===== src/pia_pkg.sv =====
// shared types and constants of the pulse instruction assembler
package pia_pkg;

  localparam int unsigned FreqW  = 48;
  localparam int unsigned PhaseW = 19;
  localparam int unsigned FtolW  = 32;
  localparam int unsigned DataW  = 20;
  localparam int unsigned CfgIdxW  = 4;
  localparam int unsigned CfgDataW = 32;

  typedef enum logic [CfgIdxW-1:0] {
    CFG_FREQ_TOL  = 4'd0,
    CFG_PHASE_TOL = 4'd1
  } cfg_reg_e;

  typedef enum logic [3:0] {
    OP_CONTINUE   = 4'd0,
    OP_STOP       = 4'd1,
    OP_LOOP       = 4'd2,
    OP_END_LOOP   = 4'd3,
    OP_JSR        = 4'd4,
    OP_RTS        = 4'd5,
    OP_BRANCH     = 4'd6,
    OP_LONG_DELAY = 4'd7,
    OP_WAIT       = 4'd8
  } opcode_e;

  typedef enum logic [2:0] {
    ST_OK         = 3'd0,
    ST_FREQ_FULL  = 3'd1,
    ST_RX_FULL    = 3'd2,
    ST_TX_FULL    = 3'd3,
    ST_BAD_OPCODE = 3'd4
  } status_e;

  typedef enum logic [1:0] {
    S_IDLE,
    S_SCAN,
    S_COMMIT
  } state_e;

  typedef enum logic [1:0] {
    SEL_FREQ,
    SEL_RX,
    SEL_TX
  } tab_sel_e;

  typedef struct packed {
    logic [FreqW-1:0]  frequency_uhz;
    logic              rx_on;
    logic [PhaseW-1:0] rx_phase_mdeg;
    logic              tx_on;
    logic [PhaseW-1:0] tx_phase_mdeg;
    logic [9:0]        ttl_outputs;
    logic [31:0]       length_ticks;
    logic [3:0]        opcode;
    logic [20:0]       instr_operand;
  } cmd_t;

  typedef struct packed {
    logic [23:0] control_word;
    logic [23:0] data_and_opcode;
    logic [31:0] delay_count;
    status_e     status;
  } res_t;

  typedef struct packed {
    logic [CfgIdxW-1:0]  index;
    logic [CfgDataW-1:0] wdata;
  } cfg_t;

endpackage


===== src/pia_if.sv =====
// valid/ready channel interfaces for commands, results and configuration
interface pia_cmd_if;
  logic           valid;
  logic           ready;
  pia_pkg::cmd_t  data;
  modport source (output valid, output data, input ready);
  modport sink   (input valid, input data, output ready);
endinterface

interface pia_res_if;
  logic           valid;
  logic           ready;
  pia_pkg::res_t  data;
  modport source (output valid, output data, input ready);
  modport sink   (input valid, input data, output ready);
endinterface

interface pia_cfg_if;
  logic           valid;
  logic           ready;
  pia_pkg::cfg_t  data;
  modport source (output valid, output data, input ready);
  modport sink   (input valid, input data, output ready);
endinterface


===== src/pulse_instruction_assembler.sv =====
// pulse instruction assembler top level: table lookup sequencer and word packing
//
//   channel  dir  payload                                   beat when
//   cmd_i    in   pulse command (frequency, phases, ttl...)  valid && ready
//   res_o    out  control word, data/opcode, delay, status   valid && ready
//   cfg_i    in   register index, write data                 valid && ready (always ready)
//
// a command is scanned table by table (frequency, rx, tx), one stored entry per
// step through the single shared abs-difference/tolerance unit until a match,
// with one more step per table that is off or ends without a match, then one
// commit step and one idle step in which the next command is taken
// cmd_i is ready only when no command is in work; a result waits in the output
// register while the next command is scanned, commit stalls until it is taken
// reset empties all three tables and sets both tolerances to 1
module pulse_instruction_assembler #(
  parameter int unsigned FREQ_DEPTH  = 16,
  parameter int unsigned PHASE_DEPTH = 16
) (
  input  logic       clk_i,
  input  logic       rst_ni,
  pia_cmd_if.sink    cmd_i,
  pia_res_if.source  res_o,
  pia_cfg_if.sink    cfg_i
);
  import pia_pkg::*;

  localparam int unsigned MaxD = (FREQ_DEPTH > PHASE_DEPTH) ? FREQ_DEPTH : PHASE_DEPTH;
  localparam int unsigned FIW  = (FREQ_DEPTH > 1) ? $clog2(FREQ_DEPTH) : 1;
  localparam int unsigned PIW  = (PHASE_DEPTH > 1) ? $clog2(PHASE_DEPTH) : 1;
  localparam int unsigned FCW  = $clog2(FREQ_DEPTH + 1);
  localparam int unsigned PCW  = $clog2(PHASE_DEPTH + 1);
  localparam int unsigned SCW  = $clog2(MaxD + 1);

  state_e   state_q, state_d;
  tab_sel_e sel_q, sel_d;
  logic [SCW-1:0] idx_q, idx_d;
  cmd_t cmd_q, cmd_d;

  logic [FreqW-1:0]  freq_tab_q [FREQ_DEPTH];
  logic [PhaseW-1:0] rx_tab_q   [PHASE_DEPTH];
  logic [PhaseW-1:0] tx_tab_q   [PHASE_DEPTH];
  logic [FCW-1:0] freq_used_q, freq_used_d;
  logic [PCW-1:0] rx_used_q, rx_used_d;
  logic [PCW-1:0] tx_used_q, tx_used_d;

  logic [SCW-1:0] f_idx_q, f_idx_d, r_idx_q, r_idx_d, t_idx_q, t_idx_d;
  logic f_app_q, f_app_d, r_app_q, r_app_d, t_app_q, t_app_d;
  logic f_full_q, f_full_d, r_full_q, r_full_d, t_full_q, t_full_d;

  logic [FtolW-1:0]  freq_tol_q;
  logic [PhaseW-1:0] phase_tol_q;

  logic out_valid_q, out_valid_d;
  res_t res_q, res_d;
  logic wr_freq, wr_rx, wr_tx;

  // shared compare unit
  logic [FreqW-1:0] cmp_a, cmp_b, cmp_tol, cmp_diff;
  logic             cmp_match;

  assign cmp_diff  = (cmp_a >= cmp_b) ? (cmp_a - cmp_b) : (cmp_b - cmp_a);
  assign cmp_match = (cmp_diff <= cmp_tol);

  logic             cur_en;
  logic [SCW-1:0]   cur_used;
  logic             cur_room;
  logic [DataW-1:0] data;
  status_e          status;
  logic [3:0]       fi, ri, ti;

  assign cmd_i.ready = (state_q == S_IDLE);
  assign cfg_i.ready = 1'b1;
  assign res_o.valid = out_valid_q;
  assign res_o.data  = res_q;

  always_comb begin
    cmp_a    = cmd_q.frequency_uhz;
    cmp_b    = freq_tab_q[idx_q[FIW-1:0]];
    cmp_tol  = FreqW'(freq_tol_q);
    cur_en   = cmd_q.rx_on | cmd_q.tx_on;
    cur_used = SCW'(freq_used_q);
    cur_room = (freq_used_q < FCW'(FREQ_DEPTH));
    case (sel_q)
      SEL_RX: begin
        cmp_a    = FreqW'(cmd_q.rx_phase_mdeg);
        cmp_b    = FreqW'(rx_tab_q[idx_q[PIW-1:0]]);
        cmp_tol  = FreqW'(phase_tol_q);
        cur_en   = cmd_q.rx_on;
        cur_used = SCW'(rx_used_q);
        cur_room = (rx_used_q < PCW'(PHASE_DEPTH));
      end
      SEL_TX: begin
        cmp_a    = FreqW'(cmd_q.tx_phase_mdeg);
        cmp_b    = FreqW'(tx_tab_q[idx_q[PIW-1:0]]);
        cmp_tol  = FreqW'(phase_tol_q);
        cur_en   = cmd_q.tx_on;
        cur_used = SCW'(tx_used_q);
        cur_room = (tx_used_q < PCW'(PHASE_DEPTH));
      end
      default: ;
    endcase
  end

  always_comb begin
    case (opcode_e'(cmd_q.opcode))
      OP_LOOP:       data = cmd_q.instr_operand[DataW-1:0] - DataW'(1);
      OP_LONG_DELAY: data = cmd_q.instr_operand[DataW-1:0] - DataW'(2);
      OP_END_LOOP, OP_JSR, OP_BRANCH: data = cmd_q.instr_operand[DataW-1:0];
      default:       data = '0;
    endcase
    if (f_full_q) begin
      status = ST_FREQ_FULL;
    end else if (r_full_q) begin
      status = ST_RX_FULL;
    end else if (t_full_q) begin
      status = ST_TX_FULL;
    end else if (cmd_q.opcode > 4'(OP_WAIT)) begin
      status = ST_BAD_OPCODE;
    end else begin
      status = ST_OK;
    end
    fi = (status == ST_OK) ? 4'(f_idx_q) : 4'd0;
    ri = (status == ST_OK) ? 4'(r_idx_q) : 4'd0;
    ti = (status == ST_OK) ? 4'(t_idx_q) : 4'd0;
  end

  always_comb begin
    state_d     = state_q;
    sel_d       = sel_q;
    idx_d       = idx_q;
    cmd_d       = cmd_q;
    freq_used_d = freq_used_q;
    rx_used_d   = rx_used_q;
    tx_used_d   = tx_used_q;
    f_idx_d = f_idx_q;  r_idx_d = r_idx_q;  t_idx_d = t_idx_q;
    f_app_d = f_app_q;  r_app_d = r_app_q;  t_app_d = t_app_q;
    f_full_d = f_full_q; r_full_d = r_full_q; t_full_d = t_full_q;
    out_valid_d = out_valid_q & ~res_o.ready;
    res_d       = res_q;
    wr_freq     = 1'b0;
    wr_rx       = 1'b0;
    wr_tx       = 1'b0;

    case (state_q)
      S_IDLE: begin
        if (cmd_i.valid) begin
          cmd_d   = cmd_i.data;
          sel_d   = SEL_FREQ;
          idx_d   = '0;
          f_idx_d = '0; r_idx_d = '0; t_idx_d = '0;
          f_app_d = 1'b0; r_app_d = 1'b0; t_app_d = 1'b0;
          f_full_d = 1'b0; r_full_d = 1'b0; t_full_d = 1'b0;
          state_d = S_SCAN;
        end
      end
      S_SCAN: begin
        logic done;
        done = 1'b0;
        if (!cur_en) begin
          done = 1'b1;
        end else if (idx_q < cur_used) begin
          if (cmp_match) begin
            done = 1'b1;
            case (sel_q)
              SEL_RX:  r_idx_d = idx_q;
              SEL_TX:  t_idx_d = idx_q;
              default: f_idx_d = idx_q;
            endcase
          end else begin
            idx_d = idx_q + SCW'(1);
          end
        end else begin
          done = 1'b1;
          case (sel_q)
            SEL_RX: begin
              r_idx_d = idx_q; r_app_d = cur_room; r_full_d = ~cur_room;
            end
            SEL_TX: begin
              t_idx_d = idx_q; t_app_d = cur_room; t_full_d = ~cur_room;
            end
            default: begin
              f_idx_d = idx_q; f_app_d = cur_room; f_full_d = ~cur_room;
            end
          endcase
        end
        if (done) begin
          idx_d = '0;
          case (sel_q)
            SEL_FREQ: sel_d = SEL_RX;
            SEL_RX:   sel_d = SEL_TX;
            default:  state_d = S_COMMIT;
          endcase
        end
      end
      S_COMMIT: begin
        if (!out_valid_q || res_o.ready) begin
          if (status == ST_OK) begin
            wr_freq = f_app_q;
            wr_rx   = r_app_q;
            wr_tx   = t_app_q;
            if (f_app_q) freq_used_d = freq_used_q + FCW'(1);
            if (r_app_q) rx_used_d   = rx_used_q + PCW'(1);
            if (t_app_q) tx_used_d   = tx_used_q + PCW'(1);
          end
          res_d.control_word    = {fi, ti, ri, ~cmd_q.tx_on, ~cmd_q.rx_on,
                                   cmd_q.ttl_outputs};
          res_d.data_and_opcode = {data, cmd_q.opcode};
          res_d.delay_count     = cmd_q.length_ticks - 32'd3;
          res_d.status          = status;
          out_valid_d = 1'b1;
          state_d     = S_IDLE;
        end
      end
      default: state_d = S_IDLE;
    endcase
  end

  always_ff @(posedge clk_i or negedge rst_ni) begin
    if (!rst_ni) begin
      state_q <= S_IDLE;
    end else begin
      state_q <= state_d;
    end
  end

  always_ff @(posedge clk_i or negedge rst_ni) begin
    if (!rst_ni) begin
      sel_q       <= SEL_FREQ;
      idx_q       <= '0;
      freq_used_q <= '0;
      rx_used_q   <= '0;
      tx_used_q   <= '0;
      f_app_q <= 1'b0; r_app_q <= 1'b0; t_app_q <= 1'b0;
      f_full_q <= 1'b0; r_full_q <= 1'b0; t_full_q <= 1'b0;
      out_valid_q <= 1'b0;
      freq_tol_q  <= FtolW'(1);
      phase_tol_q <= PhaseW'(1);
    end else begin
      sel_q       <= sel_d;
      idx_q       <= idx_d;
      freq_used_q <= freq_used_d;
      rx_used_q   <= rx_used_d;
      tx_used_q   <= tx_used_d;
      f_app_q <= f_app_d; r_app_q <= r_app_d; t_app_q <= t_app_d;
      f_full_q <= f_full_d; r_full_q <= r_full_d; t_full_q <= t_full_d;
      out_valid_q <= out_valid_d;
      if (cfg_i.valid) begin
        if (cfg_i.data.index == CFG_FREQ_TOL) begin
          freq_tol_q <= cfg_i.data.wdata[FtolW-1:0];
        end else if (cfg_i.data.index == CFG_PHASE_TOL) begin
          phase_tol_q <= cfg_i.data.wdata[PhaseW-1:0];
        end
      end
    end
  end

  always_ff @(posedge clk_i) begin
    cmd_q   <= cmd_d;
    res_q   <= res_d;
    f_idx_q <= f_idx_d;
    r_idx_q <= r_idx_d;
    t_idx_q <= t_idx_d;
    if (wr_freq) freq_tab_q[freq_used_q[FIW-1:0]] <= cmd_q.frequency_uhz;
    if (wr_rx)   rx_tab_q[rx_used_q[PIW-1:0]]     <= cmd_q.rx_phase_mdeg;
    if (wr_tx)   tx_tab_q[tx_used_q[PIW-1:0]]     <= cmd_q.tx_phase_mdeg;
  end

endmodule


===== src/flat_wrapper.sv =====
// flat-port wrapper written by rule: the top's interface ports become plain ports
module pulse_instruction_assembler_flat import pia_pkg::*;
#(
  parameter int unsigned FREQ_DEPTH  = 16,
  parameter int unsigned PHASE_DEPTH = 16
)
  (clk_i, rst_ni, cmd_i_valid, cmd_i_data, cmd_i_ready, res_o_valid, res_o_data, res_o_ready, cfg_i_valid, cfg_i_data, cfg_i_ready);
  pia_cmd_if cmd_i_i ();
  pia_res_if res_o_i ();
  pia_cfg_if cfg_i_i ();
  input  logic clk_i;
  input  logic rst_ni;
  input wire logic [$bits(cmd_i_i.valid)-1:0] cmd_i_valid;
  input wire logic [$bits(cmd_i_i.data)-1:0] cmd_i_data;
  output wire logic [$bits(cmd_i_i.ready)-1:0] cmd_i_ready;
  output wire logic [$bits(res_o_i.valid)-1:0] res_o_valid;
  output wire logic [$bits(res_o_i.data)-1:0] res_o_data;
  input wire logic [$bits(res_o_i.ready)-1:0] res_o_ready;
  input wire logic [$bits(cfg_i_i.valid)-1:0] cfg_i_valid;
  input wire logic [$bits(cfg_i_i.data)-1:0] cfg_i_data;
  output wire logic [$bits(cfg_i_i.ready)-1:0] cfg_i_ready;
  assign cmd_i_i.valid = cmd_i_valid;
  assign cmd_i_i.data = cmd_i_data;
  assign cmd_i_ready = cmd_i_i.ready;
  assign res_o_valid = res_o_i.valid;
  assign res_o_data = res_o_i.data;
  assign res_o_i.ready = res_o_ready;
  assign cfg_i_i.valid = cfg_i_valid;
  assign cfg_i_i.data = cfg_i_data;
  assign cfg_i_ready = cfg_i_i.ready;
  pulse_instruction_assembler #(.FREQ_DEPTH(FREQ_DEPTH), .PHASE_DEPTH(PHASE_DEPTH)) u_core (.clk_i(clk_i), .rst_ni(rst_ni), .cmd_i(cmd_i_i), .res_o(res_o_i), .cfg_i(cfg_i_i));
endmodule

===== config.mk =====
export PLATFORM = sky130hd
export DESIGN_NAME = pulse_instruction_assembler_flat
export DESIGN_NICKNAME = d
export VERILOG_FILES = /design/src/pia_pkg.sv /design/src/pia_if.sv /design/src/pulse_instruction_assembler.sv /design/src/flat_wrapper.sv
export SDC_FILE = /design/constraint.sdc
export NUM_CORES = 2
export LEC_CHECK = 0
export BUFFER_PORTS_ARGS = -buffer_cell sky130_fd_sc_hd__buf_2
export CAP_MARGIN = 10
export CORE_MARGIN = 4
export CORE_UTILIZATION = 30
export DETAILED_ROUTE_END_ITERATION = 8
export HOLD_SLACK_MARGIN = 0.12
export SYNTH_ARGS = -nofsm -noshare
export SYNTH_HDL_FRONTEND = slang
export SYNTH_SLANG_ARGS = --single-unit

===== constraint.sdc =====
create_clock -name clk_i -period 9 [get_ports clk_i]
set_input_delay 0.45 -clock clk_i [delete_from_list [all_inputs] [get_ports clk_i]]
set_output_delay 0.45 -clock clk_i [all_outputs]
set_load 0.05 [all_outputs]

Word level (Yosys, flattened, before mapping)
Memory sizes are Yosys's and may differ from the RTL's.
Index checks and enable logic that the tools add are counted.
- register bits after elaboration: 334
- bits in writable memories: 1376
- input bits: 196
- output and inout port bits: 86
- logic and storage cells: 194
- memories: 3
- add/subtract/negate cells: 9
- $lt $le $gt $ge: 7
- equal/unequal tests: 24
- muxes and demuxes: 88
- bitwise gates (word level): 7
- reduce and logical (&&, ||, !) cells: 24
- memories (memory ; depth ; bits a word ; rd ports ; clocked after Yosys merged registers in ; write ports ; line ; source):
    u_core.freq_tab_q ; 16 ; 48 ; 1 ; 0 ; 1 ; pulse_instruction_assembler.sv:39 ; logic [FreqW-1:0] freq_tab_q [FREQ_DEPTH];
    u_core.rx_tab_q ; 16 ; 19 ; 1 ; 0 ; 1 ; pulse_instruction_assembler.sv:40 ; logic [PhaseW-1:0] rx_tab_q [PHASE_DEPTH];
    u_core.tx_tab_q ; 16 ; 19 ; 1 ; 0 ; 1 ; pulse_instruction_assembler.sv:41 ; logic [PhaseW-1:0] tx_tab_q [PHASE_DEPTH];
- operator list (operator ; count):
    48-bit case mux with 2 select lines ; 2
    48-bit subtractor ; 2
    5-bit 2-to-1 mux ; 17
    20-bit case mux with 3 select lines ; 1
    5-bit case mux with 2 select lines ; 5
    48-bit greater-or-equal comparator ; 1
    48-bit by 32-bit <= comparator with 1-bit output ; 1
    48-bit 2-to-1 mux ; 1
    1-bit 2-to-1 mux ; 40
    32-bit 2-to-1 mux ; 1
    32-bit by 2-bit subtractor with 32-bit output (second input constant) ; 1
    4-bit AND reduction ; 6
    5-bit by 1-bit adder with 5-bit output (second input constant) ; 4
    5-bit AND reduction ; 4
    20-bit by 1-bit subtractor with 20-bit output (second input constant) ; 1
    20-bit by 2-bit subtractor with 20-bit output (second input constant) ; 1
    1-bit case mux with 2 select lines ; 8
    5-bit less-than comparator (second input constant) ; 3
    4-bit by 3-bit equality test with 1-bit output (second input constant) ; 3
    2-bit 2-to-1 mux ; 6
    3-bit 2-to-1 mux ; 4
    2-bit inequality test (second input constant) ; 5
    3-bit by 1-bit inequality test with 1-bit output (second input constant) ; 3
    4-bit by 2-bit equality test with 1-bit output (second input constant) ; 2
    other kinds (23) ; 37

Logic depth before layout (Yosys ltp)
- word-level depth: 11
- gate-level depth with buffers: 37

Least setup slack after synthesis
Ideal clock, no wire load.
- path kind: reg-to-reg
- start: register u_core.out_valid_q, in the netlist u_core.res_o.valid
- end: memory u_core.freq_tab_q[3][0] (enable)
- library setup time: 0.573 ns
- data arrival time: 7.822 ns
- slack: 0.605 ns
- cell stages (with the launch flop): 6
- clock period less this slack: 8.395 ns
- path through: dfrtp_1 nand2b_1 and3_1 and2_1 nand2_1 nor4_1
- cells in the longest elaborated chain, start to end: 6
- ends and longest elaborated chain (item ; line ; source):
    start, declared ; pulse_instruction_assembler.sv:53 ; logic out_valid_q, out_valid_d;
    start signal, assigned ; pulse_instruction_assembler.sv:246 ; out_valid_q <= out_valid_d;
    1-bit logical NOT ; pulse_instruction_assembler.sv:196 ; if (!out_valid_q || res_o.ready) begin
    1-bit logical OR ; pulse_instruction_assembler.sv:196 ;
    1-bit 2-to-1 mux ; pulse_instruction_assembler.sv:196 ;
    1-bit 2-to-1 mux ; pulse_instruction_assembler.sv:144 ; case (state_q)
    1-bit 2-to-1 mux ; pulse_instruction_assembler.sv:263 ; if (wr_freq) freq_tab_q[freq_used_q[FIW-1:0]] <= cmd_q.frequency_uhz;
    1-bit 2-to-1 mux (implied by the code) ; pulse_instruction_assembler.sv:263 ;
    end, declared ; pulse_instruction_assembler.sv:39 ;
Every way passes these cells.

Worst setup path in the final report
- start: register u_core.idx_q[0]
- end: register u_core.r_idx_q[1] (enable)
- cells in the longest elaborated chain, start to end: 7
- elaborated cells on any way between the ends: 12
- classes of those cells: add/sub (2); order compare (3); eq/ne (1); mux (2); reduce/logical (1); memory (3)
- ends and longest elaborated chain (item ; line ; source):
    start, declared ; pulse_instruction_assembler.sv:36 ; logic [SCW-1:0] idx_q, idx_d;
    start signal, assigned ; pulse_instruction_assembler.sv:240 ; idx_q <= idx_d;
    memory 16 x 48 bit, or another cell as far along ; -- ;
    48-bit case mux with 2 select lines ; pulse_instruction_assembler.sv:83 ; case (sel_q)
    48-bit subtractor / 48-bit greater-or-equal comparator (equally long branches) ; pulse_instruction_assembler.sv:61 ; assign cmp_diff = (cmp_a >= cmp_b) ? (cmp_a - cmp_b) : (cmp_b - cmp_a);
    48-bit 2-to-1 mux ; pulse_instruction_assembler.sv:61 ;
    48-bit by 32-bit <= comparator with 1-bit output ; pulse_instruction_assembler.sv:62 ; assign cmp_match = (cmp_diff <= cmp_tol);
    3-bit by 2-bit inequality test with 1-bit output (no line) (*) ; -- ;
    4-bit AND reduction (no line) (*) ; -- ;
    end signal, assigned ; pulse_instruction_assembler.sv:261 ; r_idx_q <= r_idx_d;
    end, declared ; pulse_instruction_assembler.sv:46 ; logic [SCW-1:0] f_idx_q, f_idx_d, r_idx_q, r_idx_d, t_idx_q, t_idx_d;
Mark *: on every way between the ends. The rest lies on a longest branch, timed or not.
A chain may end at the register's enable or synchronous reset.

==> metrics.txt <==
run status complete, no violations; port bufs 279; reg2reg path depth 31; share of the synthesized area in the top cell type 66.9%; Power Dens Cells 361 mW/mm^2; worst hold start cmd_i_data[77]; sequential area share after synthesis 69.7%; worst path bufs/invs 6; IO Count 282; wire length per cell 25.0 um; post-CTS setup repair buffer count 0; Die Area 0.251 sq mm; critical path class register to register; GR Util All Layers 16.0%; first-pass GRT wire length 296,000 um; Die X 501 um; post-DP HPWL 132,000 um; hold depth 2; Post-Synth Adder-Cell Area 2.65%; Worst path slowest cell dfrtp_4; Post-Synth XOR/XNOR Area 1.02%; Placeable Area 0.241 sq mm; via count 41,500; worst slack, placed 527 ps; worst setup margin 520 ps; worst slew pin tran 1110 ps; largest area contributor in the synthesized netlist edfxtp_1; Post-synth top cells 1,625 x edfxtp_1, 402 x mux4_2, 270 x nand2_1; initial drt markers 4,103; Tcrit/Tclk final 94.2%; CP startpoint u_core.idx_q[0]; syn nets 4,567; R2R Setup Slk 520 ps; Syn Std Cell Area 0.0729 sq mm; syn_area_per_cell 17.3 sq um; initial antenna violation count 17; antenna viol nets, final 0; simple-gate share of the synthesized area 5.05%; most numerous cell in the Yosys netlist edfxtp_1; Worst-Skew Late Latency 870 ps; WP data required 9500 ps; HP Class input port to register; total grt overflow 0; reg-to-reg startpoint u_core.idx_q[0]; ys async rst share 4.80%; first drt pass iteration count 7; CTS clock-pin slew for the worst setup and hold paths 60 ps; layout cells sized above 1 25.7%; RSZ-0062 raised after global routing false; DRC Markers 0; routability congestion estimate 0.942; H-tree depth 4; Leakage 0.0295 uW; Hold Path End u_core.cmd_q[77]; Synth Register Bits 1,707; final hold violation count 0; largest family of logic cells by synthesized area multiplexers; Nets 5,220; # rows 180; max-slew violation count 0; pin count of the biggest net entering global routing 68; routed wl met2 95,000 um; Synth cell types 86; clock sink count 1,707; Worst R2R End u_core.r_idx_q[1]; mux cell area share after synthesis 14.3%; fraction of the mapped netlist area in compound gates 5.35%; Top delay family on crit path simple AND/OR/NAND/NOR gates; fmax 0.118 GHz; CP Max Fanout 24; metal3 WL 13,700 um; Arrival @ worst endpoint 8980 ps; Peak VDD IR 291 uV; Die H 501 um; Worst setup EP type register; wl on met1 90,700 um; CP dominant cell by count a21o_1; Worst path max stage delay 610 ps; endpoints failing setup 0; initial core utilization 30.2%; TritonCTS clock tree yes; minimum clock period 8480 ps; final wirelength 205,000 um; number of max-cap violations 0; DR top layer met5; clock skew 90.1 ps; Synth warnings 0; Mapped Cells 4,218; critical path startpoint category register; top_reg_cell synth edfxtp_1; via count of the first global-routing pass 42,300; vias per inst 5.06; synth top area cells edfxtp_1 67%, mux4_2 12%, dfrtp_1 2.7%; Area Overhead vs Synth 19.8%; Max Buffers Root-to-Sink 3; EDFF count, synth 1,625; normalized max-slew margin 26.2%; Final TNS setup 0 ps; CTS Buf Count 174; Root Driver clkbuf_16
-- cell type report --
class,instances,area (sq um)
Tap cell,3185,3990
Inverter,143,544
Timing Repair Buffer,690,5300
Clock buffer,212,4560
Sequential cell,1707,50900
Antenna cell,11,27.5
Clock inverter,100,1190
Fill cell,22400,154000
Multi-Input combinational cell,2155,20900
-- where the power goes --
part	internal (uW)	total, uW	switching (uW)
clock	4080	7210	3130
sequential	9300	9800	494
combinational	5580	14500	8920
-- state kept, by name, summed over array words and instances (netlist names), 2 cells and up --
| name | count |
|---|---|
| u_core.cmd_q | 154 |
| u_core.f_idx_q | 4 |
| u_core.freq_tab_q | 768 |
| u_core.freq_tol_q | 32 |
| u_core.freq_used_q | 5 |
| u_core.idx_q | 5 |
| u_core.phase_tol_q | 19 |
| u_core.r_idx_q | 4 |
| u_core.res_o.data | 83 |
| u_core.rx_tab_q | 304 |
| u_core.rx_used_q | 5 |
| u_core.sel_q | 2 |
| u_core.state_q | 2 |
| u_core.t_idx_q | 4 |
| u_core.tx_tab_q | 304 |
| u_core.tx_used_q | 5 |
-- placed cells by master (no fill, tap or decap), drive strengths merged, types with 12 or more instances in the layout --
cell | synthesis | final
buf | 95 | 499
o211ai | 21 | 21
bufinv | 0 | 15
a21oi | 240 | 240
and2 | 43 | 43
nor4 | 33 | 33
mux2 | 60 | 60
and3 | 38 | 38
a31oi | 17 | 17
o21bai | 15 | 15
xor2 | 36 | 36
a22oi | 45 | 45
a21o | 44 | 44
nand4 | 51 | 51
dfrtp | 80 | 80
xnor2 | 49 | 49
nor2b | 14 | 14
ha | 151 | 151
mux2i | 67 | 67
inv | 143 | 147
clkbuf | 118 | 213
clkinv | 0 | 77
nor2 | 197 | 197
o21ai | 131 | 131
dlygate4sd3 | 0 | 190
mux4 | 402 | 402
or3 | 12 | 12
nand3 | 26 | 26
nor3 | 33 | 33
o21a | 13 | 13
nand2 | 271 | 271
edfxtp | 1625 | 1625
-- metrics by stage --
| step | total power, uW | area [sq um] | hold WS (ps) | std cells | utilization [%] |
|---|---|---|---|---|---|
| 6_report | 31500 | 87400 | 290 | 8203 | 36.2 |
| 4_1_cts | 31500 | 87300 | 220 | 8191 | 36.2 |
| 5_1_grt | 33300 | 87300 | 253 | 8193 | 36.2 |
| 3_5_place_dp | 24200 | 79600 | 348 | 7689 | 33.0 |
| 3_3_place_gp | 24100 | 79600 | 344 | 7689 | 33.0 |
| 2_1_floorplan | 19000 | 72900 | 154 | 4218 | - |
-- what timing repair did --
item                                   4_1_cts  5_1_grt
hold buffers                               190        0
setup endpoints to repair                    0        5
gates resized for setup                      0        4
endpoints found under the hold margin      288        0
-- logic make-up (layout without fill, tap and decap cells) --
| kind of cell | Yosys count | in the layout |
|---|---|---|
| AND/OR/NAND/NOR | 765 | 765 |
| flip-flops | 1707 | 1707 |
| adder cells (fa/ha/maj) | 153 | 153 |
| buffers and inverters | 356 | 1145 |
| AO/OA/AOI/OAI | 622 | 622 |
| XOR/XNOR | 85 | 85 |
| multiplexers | 529 | 529 |
| other | 1 | 12 |
-- routing by layer --
metal  track usage, %  up-vias
met5                0        -
met2             25.1     1460
met3             3.02      281
li1                 -    18100
met1             22.7    21600
met4             4.83       18
-- worst max path at each step --
stage          slack [ps]  depth (start not counted)                 endpoint
2_1_floorplan         600                          5  u_core.freq_tab_q[3][0]
3_3_place_gp          530                         33        u_core.r_idx_q[1]
3_5_place_dp          530                         33        u_core.r_idx_q[1]
4_1_cts               420                         29        u_core.f_idx_q[0]
5_1_grt                80                         34        u_core.f_idx_q[0]
6_report              520                         31        u_core.r_idx_q[1]
Power figures use the tool's default switching activity.
